## src/rtl/core/joystick_input_conditioner_assert.svh

```systemverilog
// Assertion macros for the joystick input conditioner.
`ifndef JOYSTICK_INPUT_CONDITIONER_ASSERT_SVH
`define JOYSTICK_INPUT_CONDITIONER_ASSERT_SVH
`ifndef SYNTHESIS
// Property holds at every clock edge outside reset.
`define JIC_ASSERT(label, clk, rst, prop) \
   label: assert property (@(posedge clk) disable iff (rst) (prop)) \
      else $error("joystick_input_conditioner: assertion failed");
// Consequent holds whenever the antecedent holds.
`define JIC_ASSERT_IMPL(label, clk, rst, pre, post) \
   label: assert property (@(posedge clk) disable iff (rst) (pre) |-> (post)) \
      else $error("joystick_input_conditioner: assertion failed");
// Consequent holds in the cycle after the antecedent.
`define JIC_ASSERT_NEXT(label, clk, rst, pre, post) \
   label: assert property (@(posedge clk) disable iff (rst) (pre) |=> (post)) \
      else $error("joystick_input_conditioner: assertion failed");
`else
`define JIC_ASSERT(label, clk, rst, prop)
`define JIC_ASSERT_IMPL(label, clk, rst, pre, post)
`define JIC_ASSERT_NEXT(label, clk, rst, pre, post)
`endif
`endif

```

## src/rtl/core/jic_pkg.sv

```systemverilog
// Types and constants shared by the joystick input conditioner.
`timescale 1ns / 1ps
`default_nettype none
package jic_pkg;

   localparam int FIELD_BUTTONS = 4;
   localparam int AXIS_SHIFT    = 7;

   localparam logic [7:0] BYTE_ESC   = 8'd27;
   localparam logic [7:0] BYTE_CSI   = 8'd91;
   localparam logic [7:0] KEY_UP     = 8'd65;
   localparam logic [7:0] KEY_DOWN   = 8'd66;
   localparam logic [7:0] KEY_RIGHT  = 8'd67;
   localparam logic [7:0] KEY_LEFT   = 8'd68;

   localparam logic [2:0] POS_MIN    = 3'd0;
   localparam logic [2:0] POS_MAX    = 3'd7;
   localparam logic [2:0] POS_CENTER = 3'd3;
   localparam logic [2:0] POS_LOW    = 3'd1;
   localparam logic [2:0] POS_HIGH   = 3'd6;

   localparam logic [7:0] DEBOUNCE_LIMIT_RESET = 8'd8;

   localparam logic [3:0] CSR_DEBOUNCE_LIMIT     = 4'd0;
   localparam logic [3:0] CSR_SERIAL_KEYS_ENABLE = 4'd1;

   typedef struct packed {
      logic [3:0] button_levels;
      logic [9:0] x_sample;
      logic [9:0] y_sample;
      logic       seq_ready;
      logic [7:0] seq_first;
      logic [7:0] seq_second;
      logic [7:0] seq_third;
   } req_type;

   typedef struct packed {
      logic [2:0] x_pos;
      logic [2:0] y_pos;
      logic [3:0] buttons_pressed;
      logic       changed;
      logic       dir_left;
      logic       dir_right;
      logic       dir_up;
      logic       dir_down;
      logic       seq_consumed;
   } rsp_type;

   typedef struct packed {
      logic [FIELD_BUTTONS-1:0] pressed;
      logic                     changed;
   } btn_status_type;

endpackage
`default_nettype wire

```

## src/rtl/core/jic_debounce.sv

```systemverilog
// Saturating up/down debounce counters, one per button.
`timescale 1ns / 1ps
`default_nettype none
module jic_debounce #(
   parameter int NUM_BUTTONS = 4
) (
   input  wire logic                                clock,
   input  wire logic                                reset,
   input  wire logic                                advance,
   input  wire logic [jic_pkg::FIELD_BUTTONS-1:0]   levels,
   input  wire logic [7:0]                          limit,
   output jic_pkg::btn_status_type                  status
);

   logic [7:0]             cnt_ff [NUM_BUTTONS];
   logic [7:0]             cnt_in [NUM_BUTTONS];
   logic [NUM_BUTTONS-1:0] chg;
   logic [NUM_BUTTONS-1:0] low;

   for (genvar i = 0; i < NUM_BUTTONS; i++) begin : g_btn
      if (i < jic_pkg::FIELD_BUTTONS) begin : g_pin
         assign low[i] = ~levels[i];
      end else begin : g_none
         assign low[i] = 1'b0;
      end

      always_comb begin
         cnt_in[i] = cnt_ff[i];
         chg[i]    = 1'b0;
         if (low[i]) begin
            if (cnt_ff[i] < limit) begin
               cnt_in[i] = cnt_ff[i] + 8'd1;
               chg[i]    = (cnt_in[i] >= limit);
            end
         end else begin
            if (cnt_ff[i] != 8'd0) begin
               cnt_in[i] = cnt_ff[i] - 8'd1;
               chg[i]    = (cnt_in[i] == 8'd0);
            end
         end
      end

      always_ff @(posedge clock) begin
         if (reset) begin
            cnt_ff[i] <= 8'd0;
         end else if (advance) begin
            cnt_ff[i] <= cnt_in[i];
         end
      end
   end

   for (genvar j = 0; j < jic_pkg::FIELD_BUTTONS; j++) begin : g_out
      if (j < NUM_BUTTONS) begin : g_real
         assign status.pressed[j] = (cnt_in[j] >= limit);
      end else begin : g_absent
         assign status.pressed[j] = 1'b0;
      end
   end

   assign status.changed = |chg;

endmodule
`default_nettype wire

```

## src/rtl/core/joystick_input_conditioner.sv

```systemverilog
// Top level of the joystick input conditioner.
// Usage:
//   req_* carries one poll tick (buttons, axis samples, serial bytes) per item;
//   rsp_* returns exactly one conditioned result per item, in order.
//   An item moves when valid is high and stall is low at a clock edge.
//   csr_* writes debounce_limit (index 0) and serial_keys_enable (index 1);
//   csr_ready is always high, other indexes are ignored.
// Timing:
//   An accepted item is held in one input register, then in one result
//   register, with the single-pass logic between them. Throughput is one
//   item per cycle unless rsp_stall holds a result; the debounce counters
//   and virtual-key state update in the cycle an item reaches the result.
// Reset (synchronous, active high) clears both stages, zeroes the counters,
//   centers the axis and virtual positions and restores limit 8, serial off.
// Stall: while rsp_stall holds a result, one more item is taken into the
//   input register; after that req_stall rises until the result is taken.
`timescale 1ns / 1ps
`default_nettype none
`include "joystick_input_conditioner_assert.svh"
module joystick_input_conditioner #(
   parameter int NUM_BUTTONS = 4
) (
   input  wire logic             clock,
   input  wire logic             reset,
   input  wire logic             req_valid,
   output      logic             req_stall,
   input  wire jic_pkg::req_type req_data,
   output      logic             rsp_valid,
   input  wire logic             rsp_stall,
   output      jic_pkg::rsp_type rsp_data,
   input  wire logic             csr_valid,
   output      logic             csr_ready,
   input  wire logic [3:0]       csr_index,
   input  wire logic [7:0]       csr_data
);

   logic             s1_valid_ff, s1_valid_in;
   jic_pkg::req_type s1_req_ff;
   logic             rsp_valid_ff, rsp_valid_in;
   jic_pkg::rsp_type rsp_ff, rsp_in;

   logic [7:0] limit_ff;
   logic       serial_en_ff;

   logic [2:0] last_x_ff, last_y_ff;
   logic [2:0] vx_ff, vy_ff, vx_in, vy_in;
   logic       vx_pend_ff, vy_pend_ff, vx_pend_in, vy_pend_in;
   logic [2:0] last_x_in, last_y_in;

   logic out_load, advance, req_accept;
   jic_pkg::btn_status_type btn;

   logic [2:0] pos_x, pos_y;
   logic       axis_chg, take, seq_ok;
   logic       vxp1, vxp2, vyp1, vyp2;
   logic       left, right, up, down;

   // flow control
   assign out_load   = ~rsp_valid_ff | ~rsp_stall;
   assign advance    = s1_valid_ff & out_load;
   assign req_stall  = s1_valid_ff & ~out_load;
   assign req_accept = req_valid & ~req_stall;
   assign csr_ready  = 1'b1;

   always_comb begin
      s1_valid_in = s1_valid_ff;
      if (req_accept) begin
         s1_valid_in = 1'b1;
      end else if (advance) begin
         s1_valid_in = 1'b0;
      end
      rsp_valid_in = out_load ? advance : rsp_valid_ff;
   end

   always_ff @(posedge clock) begin
      if (reset) begin
         s1_valid_ff  <= 1'b0;
         rsp_valid_ff <= 1'b0;
      end else begin
         s1_valid_ff  <= s1_valid_in;
         rsp_valid_ff <= rsp_valid_in;
      end
   end

   always_ff @(posedge clock) begin
      if (req_accept) begin
         s1_req_ff <= req_data;
      end
      if (advance) begin
         rsp_ff <= rsp_in;
      end
   end

   always_ff @(posedge clock) begin
      if (reset) begin
         limit_ff     <= jic_pkg::DEBOUNCE_LIMIT_RESET;
         serial_en_ff <= 1'b0;
      end else if (csr_valid && csr_ready) begin
         case (csr_index)
            jic_pkg::CSR_DEBOUNCE_LIMIT:     limit_ff     <= csr_data;
            jic_pkg::CSR_SERIAL_KEYS_ENABLE: serial_en_ff <= csr_data[0];
            default: ;
         endcase
      end
   end

   jic_debounce #(
      .NUM_BUTTONS (NUM_BUTTONS)
   ) u_debounce (
      .clock   (clock),
      .reset   (reset),
      .advance (advance),
      .levels  (s1_req_ff.button_levels),
      .limit   (limit_ff),
      .status  (btn)
   );

   always_comb begin
      pos_x    = jic_pkg::POS_MAX - 3'(s1_req_ff.x_sample >> jic_pkg::AXIS_SHIFT);
      pos_y    = 3'(s1_req_ff.y_sample >> jic_pkg::AXIS_SHIFT);
      axis_chg = (pos_x != last_x_ff) || (pos_y != last_y_ff);
      last_x_in = pos_x;
      last_y_in = pos_y;

      take   = ~btn.changed & ~axis_chg & serial_en_ff & s1_req_ff.seq_ready
               & (s1_req_ff.seq_first == jic_pkg::BYTE_ESC);
      seq_ok = take && (s1_req_ff.seq_second == jic_pkg::BYTE_CSI)
               && (s1_req_ff.seq_third >= jic_pkg::KEY_UP)
               && (s1_req_ff.seq_third <= jic_pkg::KEY_LEFT);

      vx_in = vx_ff;
      vy_in = vy_ff;
      vxp1  = vx_pend_ff;
      vyp1  = vy_pend_ff;
      if (seq_ok) begin
         if (s1_req_ff.seq_third == jic_pkg::KEY_UP) begin
            vy_in = jic_pkg::POS_MIN;
            vyp1  = 1'b1;
         end else if (s1_req_ff.seq_third == jic_pkg::KEY_DOWN) begin
            vy_in = jic_pkg::POS_MAX;
            vyp1  = 1'b1;
         end
         if (s1_req_ff.seq_third == jic_pkg::KEY_RIGHT) begin
            vx_in = jic_pkg::POS_MAX;
            vxp1  = 1'b1;
         end else if (s1_req_ff.seq_third == jic_pkg::KEY_LEFT) begin
            vx_in = jic_pkg::POS_MIN;
            vxp1  = 1'b1;
         end
      end

      // a pending virtual key is ORed with the axis direction and is then dropped
      left       = (vxp1 && vx_in <= jic_pkg::POS_LOW) || (pos_x <= jic_pkg::POS_LOW);
      vxp2       = vxp1 && !(vx_in <= jic_pkg::POS_LOW);
      right      = (vxp2 && vx_in >= jic_pkg::POS_HIGH) || (pos_x >= jic_pkg::POS_HIGH);
      vx_pend_in = vxp2 && !(vx_in >= jic_pkg::POS_HIGH);
      up         = (vyp1 && vy_in <= jic_pkg::POS_LOW) || (pos_y <= jic_pkg::POS_LOW);
      vyp2       = vyp1 && !(vy_in <= jic_pkg::POS_LOW);
      down       = (vyp2 && vy_in >= jic_pkg::POS_HIGH) || (pos_y >= jic_pkg::POS_HIGH);
      vy_pend_in = vyp2 && !(vy_in >= jic_pkg::POS_HIGH);

      rsp_in.x_pos           = pos_x;
      rsp_in.y_pos           = pos_y;
      rsp_in.buttons_pressed = btn.pressed;
      rsp_in.changed         = btn.changed | axis_chg | seq_ok;
      rsp_in.dir_left        = left;
      rsp_in.dir_right       = right;
      rsp_in.dir_up          = up;
      rsp_in.dir_down        = down;
      rsp_in.seq_consumed    = take;
   end

   always_ff @(posedge clock) begin
      if (reset) begin
         last_x_ff  <= jic_pkg::POS_CENTER;
         last_y_ff  <= jic_pkg::POS_CENTER;
         vx_ff      <= jic_pkg::POS_CENTER;
         vy_ff      <= jic_pkg::POS_CENTER;
         vx_pend_ff <= 1'b0;
         vy_pend_ff <= 1'b0;
      end else if (advance) begin
         last_x_ff  <= last_x_in;
         last_y_ff  <= last_y_in;
         vx_ff      <= vx_in;
         vy_ff      <= vy_in;
         vx_pend_ff <= vx_pend_in;
         vy_pend_ff <= vy_pend_in;
      end
   end

   assign rsp_valid = rsp_valid_ff;
   assign rsp_data  = rsp_ff;

   `JIC_ASSERT_NEXT(a_s1_hold, clock, reset, s1_valid_ff && !advance,
      s1_valid_ff && $stable(s1_req_ff))
   `JIC_ASSERT_IMPL(a_stall_needs_item, clock, reset, !s1_valid_ff, !req_stall)
   `JIC_ASSERT(a_pending_reported, clock, reset, !vx_pend_ff && !vy_pend_ff)
   `JIC_ASSERT_IMPL(a_key_sets_dir, clock, reset,
      rsp_valid_ff && rsp_ff.seq_consumed && rsp_ff.changed,
      rsp_ff.dir_left || rsp_ff.dir_right || rsp_ff.dir_up || rsp_ff.dir_down)

endmodule
`default_nettype wire
```

## config.mk

```make
export PLATFORM = sky130hd
export DESIGN_NAME = joystick_input_conditioner
export DESIGN_NICKNAME = d
export VERILOG_FILES = /design/src/rtl/core/jic_pkg.sv /design/src/rtl/core/jic_debounce.sv /design/src/rtl/core/joystick_input_conditioner.sv
export VERILOG_INCLUDE_DIRS = /design/src /design/src/rtl/core
export SDC_FILE = /design/constraint.sdc
export NUM_CORES = 1
export LEC_CHECK = 0
export ABC_AREA = 1
export BUFFER_PORTS_ARGS = -buffer_cell sky130_fd_sc_hd__buf_2
export CELL_PAD_IN_SITES_DETAIL_PLACEMENT = 1
export CELL_PAD_IN_SITES_GLOBAL_PLACEMENT = 1
export CORE_ASPECT_RATIO = 1.1
export CORE_UTILIZATION = 45
export DETAILED_ROUTE_END_ITERATION = 8
export HOLD_SLACK_MARGIN = 0.05
export PLACE_DENSITY_LB_ADDON = 0.2
export SLEW_MARGIN = 10
export SYNTH_ARGS = -nofsm -noshare
export SYNTH_HDL_FRONTEND = slang
export SYNTH_HIERARCHICAL = 1
export SYNTH_SLANG_ARGS = --single-unit
```

## constraint.sdc

```tcl
create_clock -name clock -period 3.4 [get_ports clock]
set_input_delay 0.17 -clock clock [delete_from_list [all_inputs] [get_ports clock]]
set_output_delay 0.17 -clock clock [all_outputs]
set_load 0.03 [all_outputs]
```

# Yosys cells after proc, flatten, opt, wreduce, memory -nomap -nowiden
# Memory sizes are Yosys's and may differ from the RTL's.
# Index checks and enable logic that the tools add are counted.
# totals
output_inout_bits	19
n_memories	1
romBits	0
reg_bits	90
latchBits	0
input_bits	66
ramBits	32
# mem_list
memory	depth	word_bits	read_ports	rd_clocked_by_memory_dff	write_ports	line	text
u_debounce.cnt_ff	4	8	4	0	4	jic_debounce.sv:15	logic [7:0] cnt_ff [NUM_BUTTONS];
# classes
n_bitwise	20
order_cmp	22
n_addsub	9
shift	0
multipliers	0
reduce_logical	33
div_mod_pow	0
eq_ne	9
muxes	47
# op_table
cell	n
8-bit two-way mux	16
8-bit >= comparator	8
8-bit by 7-bit == test with 1-bit output (second input constant)	5
8-bit by 1-bit adder with 8-bit output (second input constant)	4
8-bit zero test	4
8-bit less-than comparator	4
8-bit nonzero test	4
8-bit by 1-bit subtractor with 8-bit output (second input constant)	4
1-bit two-way mux	25
3-bit two-way mux	6
3-bit >= comparator (second input constant)	4
3-bit by 1-bit <= comparator with 1-bit output (second input constant)	4
1-bit logical AND	11
8-bit by 5-bit == test with 1-bit output (second input constant)	1
8-bit by 7-bit >= comparator with 1-bit output (second input constant)	1
8-bit by 7-bit <= comparator with 1-bit output (second input constant)	1
1-bit AND	7
1-bit OR	7
3-bit != test	2
1-bit NOT	6
1-bit logical OR	5
4-bit by 1-bit == test with 1-bit output (second input constant)	1
1-bit zero test	4
4-bit zero test	1
4 further kinds	5

# Depth between registers and ports, before layout
# Gate-level depths: netlist (run 1).
# An unclocked memory read counts as a cell.
# depth
depth_word	20
depth_mapped	27
depth_no_buf	27

# Cells and area by module
# Netlist (run 1), hierarchy kept.
# by_module_without_submodules
module	area_each_um2	cells_per_inst	n_inst	seq_area_each_um2
jic_debounce	5477.8	832	1	960.9
joystick_input_conditioner	2877.8	270	1	1991.9

# Worst setup path before layout (run 1)
# No wires, ideal clock.
# synth_path
path_kind	register -> register
start	memory u_debounce.cnt_ff[2][0]
end	register rsp_ff, in the netlist rsp_data[4] (data pin)
path_slack_ps	366
required_time_ps	3135
arrival_time_ps	2769
setup_ps	265
synth_period_minus_slack_ps	3034
path_stages_with_launch	24
cell_sequence	edfxtp_1 -> ha_1 -> nand2_1 -> nor2_1 -> nand2_1 -> xor2_1 -> inv_1 -> ha_1 -> nand2_1 -> nor2_1 -> nor3_1 -> nand3_1 -> nand2_1 -> nand2_1 -> nor2_1 -> nand2_1 -> a21oi_1 -> nand3_1 -> nor2_4 -> nand2_1 -> nor2_4 -> nand3_1 -> nand3_2 -> o22ai_1
# synth_rtl
element	line	text
start, declared	jic_debounce.sv:15	
end signal, assigned	joystick_input_conditioner.sv:90	rsp_ff <= rsp_in;
end, declared	joystick_input_conditioner.sv:40	jic_pkg::rsp_type rsp_ff, rsp_in;

==> reports/metrics.yaml, run 1 <==
min_path_type: "input port to flop"
cp_max_fo: 5
ant_nets: 0
core_area_um2: 17930
vias_per_cell: 5.419
synth.cell_area_um2: 8356
whs_ns: 0.07102
startpoint_type: "flop"
insertion_delay_ns: 0.36
final_common_cell: "nand2_1"
gp_congestion: 0.8571
grt_pass1_wl_mm: 44.02
slowest_delay_ns: 0.45
pin_count: 85
antenna_found_initial: 1
overflow: 0
hpwl_mm: 19.13
numPortBuffers: 69
fin_skew_ns: 0.01148
synth_nets: 1280
path_common_cell: "nand2_1"
ys_types: 38
setup_viol: 6
ir_drop_mv: 0.2419
pwr-share-seq_pct: 40.6
cts_max_level: 3
synth_top_area_cell: "edfxtp_1"
slew_violations: 0
die_x_um: 131.9
route.detailed.drc: 0
p_switching_w: 0.001368
grt_pass1_vias: 8923
clockBufferDepth: 2
vias: 8297
nets: 1465
wirelength_mm: 27.58
rsz0062_at_grt: "yes"
first_iter_violations: 277
power.internal_w: 0.002474
setup_ws_ns: -0.08329
syn_to_final_growth_pct: 25.83
cts_tree: "built"
maxCapViolations: 0
numCtsBuffers: 9
violations: "negative setup slack"
synth_top_family_by_area: "simple AND/OR/NAND/NOR gates"
mostFrequentLayoutCells: "nand2_1, inv_1, ha_1, a21oi_1, nor2_1"
syn_avg_cell_area_um2: 7.582
start_util_pct: 46.60
num_rows: 51
ys_ff_latch: 106
synth_warnings: 6
synth_fa_ha_area_share_pct: 16.77
synth_simple_gate_area_share_pct: 27.97
cp_slowest_cell: "edfxtp_1"
max_freq_mhz: 287.1
p_total_w: 0.003842
grt_max_degree: 33
crit_required_ns: 3.65
synthTopCellsByArea: "edfxtp_1, ha_1, nand2_1"
ys.flop_type: "edfxtp_1"
cts_num_sinks: 106
yosysTopAreaCellShare_pct: 29.83
netlist_instances: 1102
drive_gt1_share_pct: 20.36
crit_path_end_kind: "flop"
swShare_pct: 35.60
grt_usage_pct: 29.13
placed_area_um2: 9425
root_buffer: "clkbuf_16"
p_leak_nw: 5.153
finalHoldViolations: 0
power.share.clock_pct: 28.0
synth_xor_area_share_pct: 2.201
clkTransAtPathRegs_ns: 0.08
worst_pin_slew_ns: 1.012
worstPathCellList: "buf_4, buf_4, inv_1, ha_1, ha_1, a21oi_2, o21ai_0, nand2_1, nand3_1, nand2_1, nand2_1, nor2_2, nand2_2, a21oi_2, nand3_2, nor2_4, nand2_2, nor2_4, nand3_4, nor2_2, inv_1, o21ai_1, nand2_1"
critPathKind: "flop to flop"
post-route-period-util_pct: 102.4
synth-compound-area-share_pct: 9.748
p_comb_share_pct: 31.4
drt-wirelength-per-cell_um: 18.01
max_slew_margin_pct: 32.55
fin_crit_ns: 3.483
synth.area.mux_share_pct: 0
die_y_um: 144.9
async_flop_share_pct: 0
outcome: "complete, but fails checks"
worstPathArrival_ns: 3.73
drt_first_pass_iters: 5
power.density_nw_per_um2: 365.4
dieArea_um2: 19120
synth_edf_count: 83
stdcell_area_um2: 10510
ys_seq_area_share_pct: 35.34
## cell families after synthesis
kind of cell,count (synthesis)
compound gates,151
xor+xnor,21
fa+ha+maj,112
buf+inv,174
flops,106
other cells,1
simple gates,537
## cell type report
| type | instances | area [µm²] |
|---|---|---|
| inverters | 164 | 621.8 |
| well taps | 238 | 297.8 |
| diodes | 1 | 2.502 |
| flip-flops and latches | 106 | 2953 |
| clock buffers | 10 | 229.0 |
| fillers | 2254 | 7417 |
| repair buffers | 184 | 1344 |
| multi-input cells | 822 | 5009 |
| clock inverters | 6 | 57.56 |
## per-stage QoR
stage          setup slack (ns)  std cells  util (%)  TNS [ns]
5_1_grt                 -0.3492       1531     58.64    -2.766
6_report               -0.08329       1531     58.64   -0.2358
2_1_floorplan            0.3660       1102         -         0
3_3_place_gp            0.01279       1458     52.56         0
3_5_place_dp            -0.1848       1458     52.56   -0.9910
4_1_cts                -0.02875       1523     57.69  -0.04856
## cell usage after synthesis, types with 2 or more instances
| cell type | instances |
|---|---|
| nand2_1 | 294 |
| inv_1 | 143 |
| ha_1 | 112 |
| nor2_1 | 98 |
| a21oi_1 | 94 |
| nand3_1 | 85 |
| edfxtp_1 | 83 |
| o21ai_0 | 24 |
| dfxtp_1 | 23 |
| nand4_1 | 20 |
| xor2_1 | 20 |
| inv_2 | 18 |
| o21ai_1 | 11 |
| clkbuf_1 | 7 |
| nand3b_1 | 6 |
| o21a_1 | 6 |
| nor2_2 | 5 |
| nor3_1 | 5 |
| nand2_2 | 4 |
| nand3_2 | 4 |
| nor2_4 | 4 |
| o2111ai_1 | 4 |
| o22ai_1 | 4 |
| or2_1 | 4 |
| or2_2 | 4 |
| a21oi_2 | 3 |
| o21bai_1 | 3 |
| buf_2 | 2 |
| clkinv_1 | 2 |
| o211ai_1 | 2 |
## state kept, by name (all words and copies together), names as in the netlist
name               flops
vy_ff                  2
limit_ff               8
last_x_ff              3
vx_ff                  2
rsp_data              16
s1_valid_ff            1
s1_req_ff             32
last_y_ff              3
last_y_in              3
u_debounce/cnt_ff     32
rsp_valid              1
vy_pend_ff             1
serial_en_ff           1
vx_pend_ff             1
## critical path: cells and delay by family (launching register included)
| kind | cells | cell delay (ns) |
|---|---|---|
| buffers and inverters | 4 | 0.42 |
| DFF | 1 | 0.45 |
| AOI/OAI and AO/OA | 4 | 0.46 |
| and+or+nand+nor | 13 | 1.45 |
| adders and majority gates | 2 | 0.58 |
## metal layers
| layer | vias up | share of wire [%] | global-route usage (%) |
|---|---|---|---|
| li1 | 4019 | - | - |
| met1 | 4039 | 42 | 33.69 |
| met2 | 184 | 52 | 53.86 |
| met3 | 55 | 3.6 | 3.599 |
| met4 | 0 | 2.7 | 11.69 |
| met5 | - | 0 | 0 |
## repair_timing
action,in CTS,in global routing
resized for setup,36,33
buffers inserted,14,7
endpoints found under the hold margin,36,0
pin swaps,34,26
endpoints found under the setup margin,8,15
hold buffers,36,0
## worst paths after layout
check / to / slack (ns) / depth (start not counted) / start
worst min register to register: limit_ff[1] / 0.47 / 2 / limit_ff[1]
worst max-delay path: vy_ff[1] / -0.08 / 23 / u_debounce/cnt_ff[2][0]
worst min-delay path: limit_ff[4] / 0.07 / 3 / csr_data[4]
worst max register to register: vy_ff[1] / -0.08 / 23 / u_debounce/cnt_ff[2][0]
## power groups by stage
stage          Sequential [W]  Clock, W  Combinational, W
3_3_place_gp          0.00158         0           0.00105
3_5_place_dp          0.00158         0           0.00110
6_report              0.00156   0.00108           0.00121
4_1_cts               0.00155   0.00109           0.00117
2_1_floorplan         0.00160         0          0.000703
5_1_grt               0.00157   0.00114           0.00135
No activity file was read; power rests on OpenSTA's default activity.
==> run 2, diff against run 1 <==
--- a/config.mk
+++ b/config.mk
@@ -18,5 +18,4 @@
 export SLEW_MARGIN = 10
 export SYNTH_ARGS = -nofsm -noshare
 export SYNTH_HDL_FRONTEND = slang
-export SYNTH_HIERARCHICAL = 1
 export SYNTH_SLANG_ARGS = --single-unit
==> run 2 against run 1 <==
The run still ends with negative setup slack left; critical path type unchanged; critical path depth unchanged; first-iteration DRC count up 70%; largest power group unchanged; largest cell class unchanged; maximum frequency up 0.18%; core utilization up 2.4 points; via count down 4.6%; sequential share of layout area down 0.80 points; synthesized area down 2.1%; die area down 2.1%; synthesized cell count down 10%; global-route usage down 1.2 points; highest routed layer unchanged; clock power about the same.
==> reports/metrics.yaml, run 2 <==
syn_to_final_growth_pct: 32.46
setup_ws_ns: -0.07702  # +0.006269 ns
crit_path_end_kind: "flop"
fin_cells: 1454  # -5.0%
drt-wirelength-per-cell_um: 19.65  # +9.1%
slowest_delay_ns: 0.45  # about the same
violations: "negative setup slack"
fin_skew_ns: 0.01055  # -0.0009365 ns
cts_tree: "built"
slew_violations: 0  # unchanged
finalHoldViolations: 0  # unchanged
power.density_nw_per_um2: 366.6  # +0.32%
grt_pass1_wl_mm: 39.70  # -9.8%
final_core_util_pct: 61.08  # +2.4 points
yosysTopAreaCellShare_pct: 30.47  # +0.64 points
clockBufferDepth: 2  # unchanged
numPortBuffers: 69  # unchanged
synth_edf_count: 83  # unchanged
dp.cells: 1372  # -5.9%
p_total_w: 0.003972  # +3.4%
first_iter_violations: 471  # +70%
crit_required_ns: 3.52  # -0.13 ns
worstPathArrival_ns: 3.60  # -0.13 ns
p_leak_nw: 5.141  # -0.23%
clkTransAtPathRegs_ns: 0.08  # about the same
grt_usage_pct: 27.89  # -1.2 points
path_buf_inv: 4  # unchanged
startpoint_type: "flop"
max_slew_margin_pct: 53.58  # +21 points
synth.most_common_cell: "nand2_1"
core_area_um2: 17740  # -1.1%
cp_max_fo: 4  # -1
min_path_type: "input port to flop"
path_common_cell: "nand2_1"
netlist_instances: 992  # -10%
ys_ff_latch: 106  # unchanged
wirelength_mm: 28.57  # +3.6%
cp_slowest_cell: "edfxtp_1"
numCtsBuffers: 9  # unchanged
hpwl_mm: 18.38  # -3.9%
drt_first_pass_iters: 5  # unchanged
outcome: "complete, but fails checks"
overflow: 0  # unchanged
worstPathCellList: "buf_4, ha_1, nand2_1, nand2_1, nand2_1, nand2_1, nand2_1, nand2_2, buf_6, inv_2, nand2_1, o211ai_1, nand2_1, inv_1, ha_1, o21a_1, o21a_1, o21a_1, o21a_1, o21a_1, o21a_1, o21ai_1, nand2_1"
ys_types: 47  # +24%
gp_congestion: 0.8404  # -1.9%
cts_max_level: 3  # unchanged
cts_num_sinks: 106  # unchanged
grt_pass1_vias: 7972  # -11%
post-route-period-util_pct: 102.3  # -0.18 points
pin_count: 85  # unchanged
syn_avg_cell_area_um2: 8.246  # +8.8%
max_freq_mhz: 287.6  # +0.18%
route.detailed.drc: 0  # unchanged
mostFrequentLayoutCells: "nand2_1, inv_1, ha_1, buf_4, edfxtp_1"
ir_drop_mv: 0.2893  # +20%
ant_nets: 0  # unchanged
ys_seq_area_share_pct: 36.10  # +0.76 points
synth.cell_area_um2: 8180  # -2.1%
die_y_um: 143.4  # -1.0%
ys.flop_type: "edfxtp_1"
nets: 1384  # -5.5%
vias: 7916  # -4.6%
dieArea_um2: 18720  # -2.1%
async_flop_share_pct: 0  # unchanged
die_x_um: 130.6  # -1.0%
synth.top_cells.by_count: "nand2_1, inv_1, ha_1, nor2_1, edfxtp_1"
path_delay_family: "compound AO/OA/AOI/OAI gates"
fin_crit_ns: 3.477  # -0.006269 ns
num_rows: 51  # unchanged
maxCapViolations: 0  # unchanged
critPathKind: "flop to flop"
synth_warnings: 0  # -6
synthTopCellsByArea: "edfxtp_1, ha_1, nand2_1"
final_common_cell: "nand2_1"
insertion_delay_ns: 0.36  # about the same
rsz0062_at_grt: "yes"
drive_gt1_share_pct: 27.98  # +7.6 points
tns_ns: -0.09130  # +0.1445 ns
worst_pin_slew_ns: 0.6938  # -0.3179 ns
pre_cts_ws_ns: -0.06411  # +0.1207 ns
vias_per_cell: 5.444  # +0.46%
antenna_found_initial: 0  # -1
setup_viol: 4  # -2
root_buffer: "clkbuf_16"
start_util_pct: 46.11  # -0.48 points
synth_nets: 1166  # -8.9%
grt_max_degree: 39  # +18%
synth_top_area_cell: "edfxtp_1"
-- run 2: cell families (layout without fill, tap and decap cells) --
kind of cell / Yosys count / after routing / synth area share, %
other: 1 / 2 / 0.04584
XOR/XNOR: 40 / 40 / 4.375
AO/OA/AOI/OAI: 182 / 182 / 12.91
buffers and inverters: 181 / 404 / 8.504
AND/OR/NAND/NOR: 374 / 374 / 21.55
flip-flops: 106 / 106 / 36.10
adder cells (fa/ha/maj): 108 / 108 / 16.52
-- run 2: final cells by class --
cell class	instances	area, µm²
multi-input cells	705	4994
diodes	1	2.502
fillers	2113	6904
inverters	166	625.6
clock buffers	9	225.2
clock inverters	7	58.81
flip-flops and latches	106	2957
well taps	238	297.8
repair buffers	222	1675
-- run 2: what timing repair did --
action | 4_1_cts | 5_1_grt
endpoints found under the setup margin | 11 | 14
resized for setup | 14 | 126
hold endpoints to repair | 37 | 0
hold buffers | 36 | 0
buffers inserted | 0 | 29
pin swaps | 2 | 62
-- run 2: worst paths after layout --
kind | start | endpoint | slack (ns) | cells past startpoint
max | u_debounce.cnt_ff[2][1] | rsp_data[8] | -0.08 | 23
min reg2reg | vx_pend_ff | vx_pend_ff | 0.47 | 2
min | csr_data[0] | limit_ff[0] | 0.10 | 3
max reg2reg | u_debounce.cnt_ff[2][1] | rsp_data[8] | -0.08 | 23
-- run 2: stage by stage --
| stage | instance area (µm²) | hold slack, ns |
|---|---|---|
| 3_5_place_dp | 9415 | 0.3484 |
| 2_1_floorplan | 8180 | 0.2391 |
| 4_1_cts | 10110 | 0.08557 |
| 6_report | 10840 | 0.1023 |
| 3_3_place_gp | 9415 | 0.3463 |
| 5_1_grt | 10830 | 0.1113 |
-- run 2: worst min-delay path, cell delays in order --
cell and delay [ns]:
buf_2 0.11, nor2_1 0.05, nor2_1 0.09
-- run 2: layer usage --
metal	global-route usage, %	up-vias	share of wire (%)
met2	50.60	203	52
met5	0	-	0
met1	34.34	3877	42
li1	-	3777	-
met3	2.755	59	3.2
met4	8.832	0	3.0
-- run 2: where the power goes --
part | internal, W | switching [W]
clock | 0.000513 | 0.000551
combinational | 0.000565 | 0.000791
sequential | 0.00149 | 0.0000654
total | 0.00256 | 0.00141
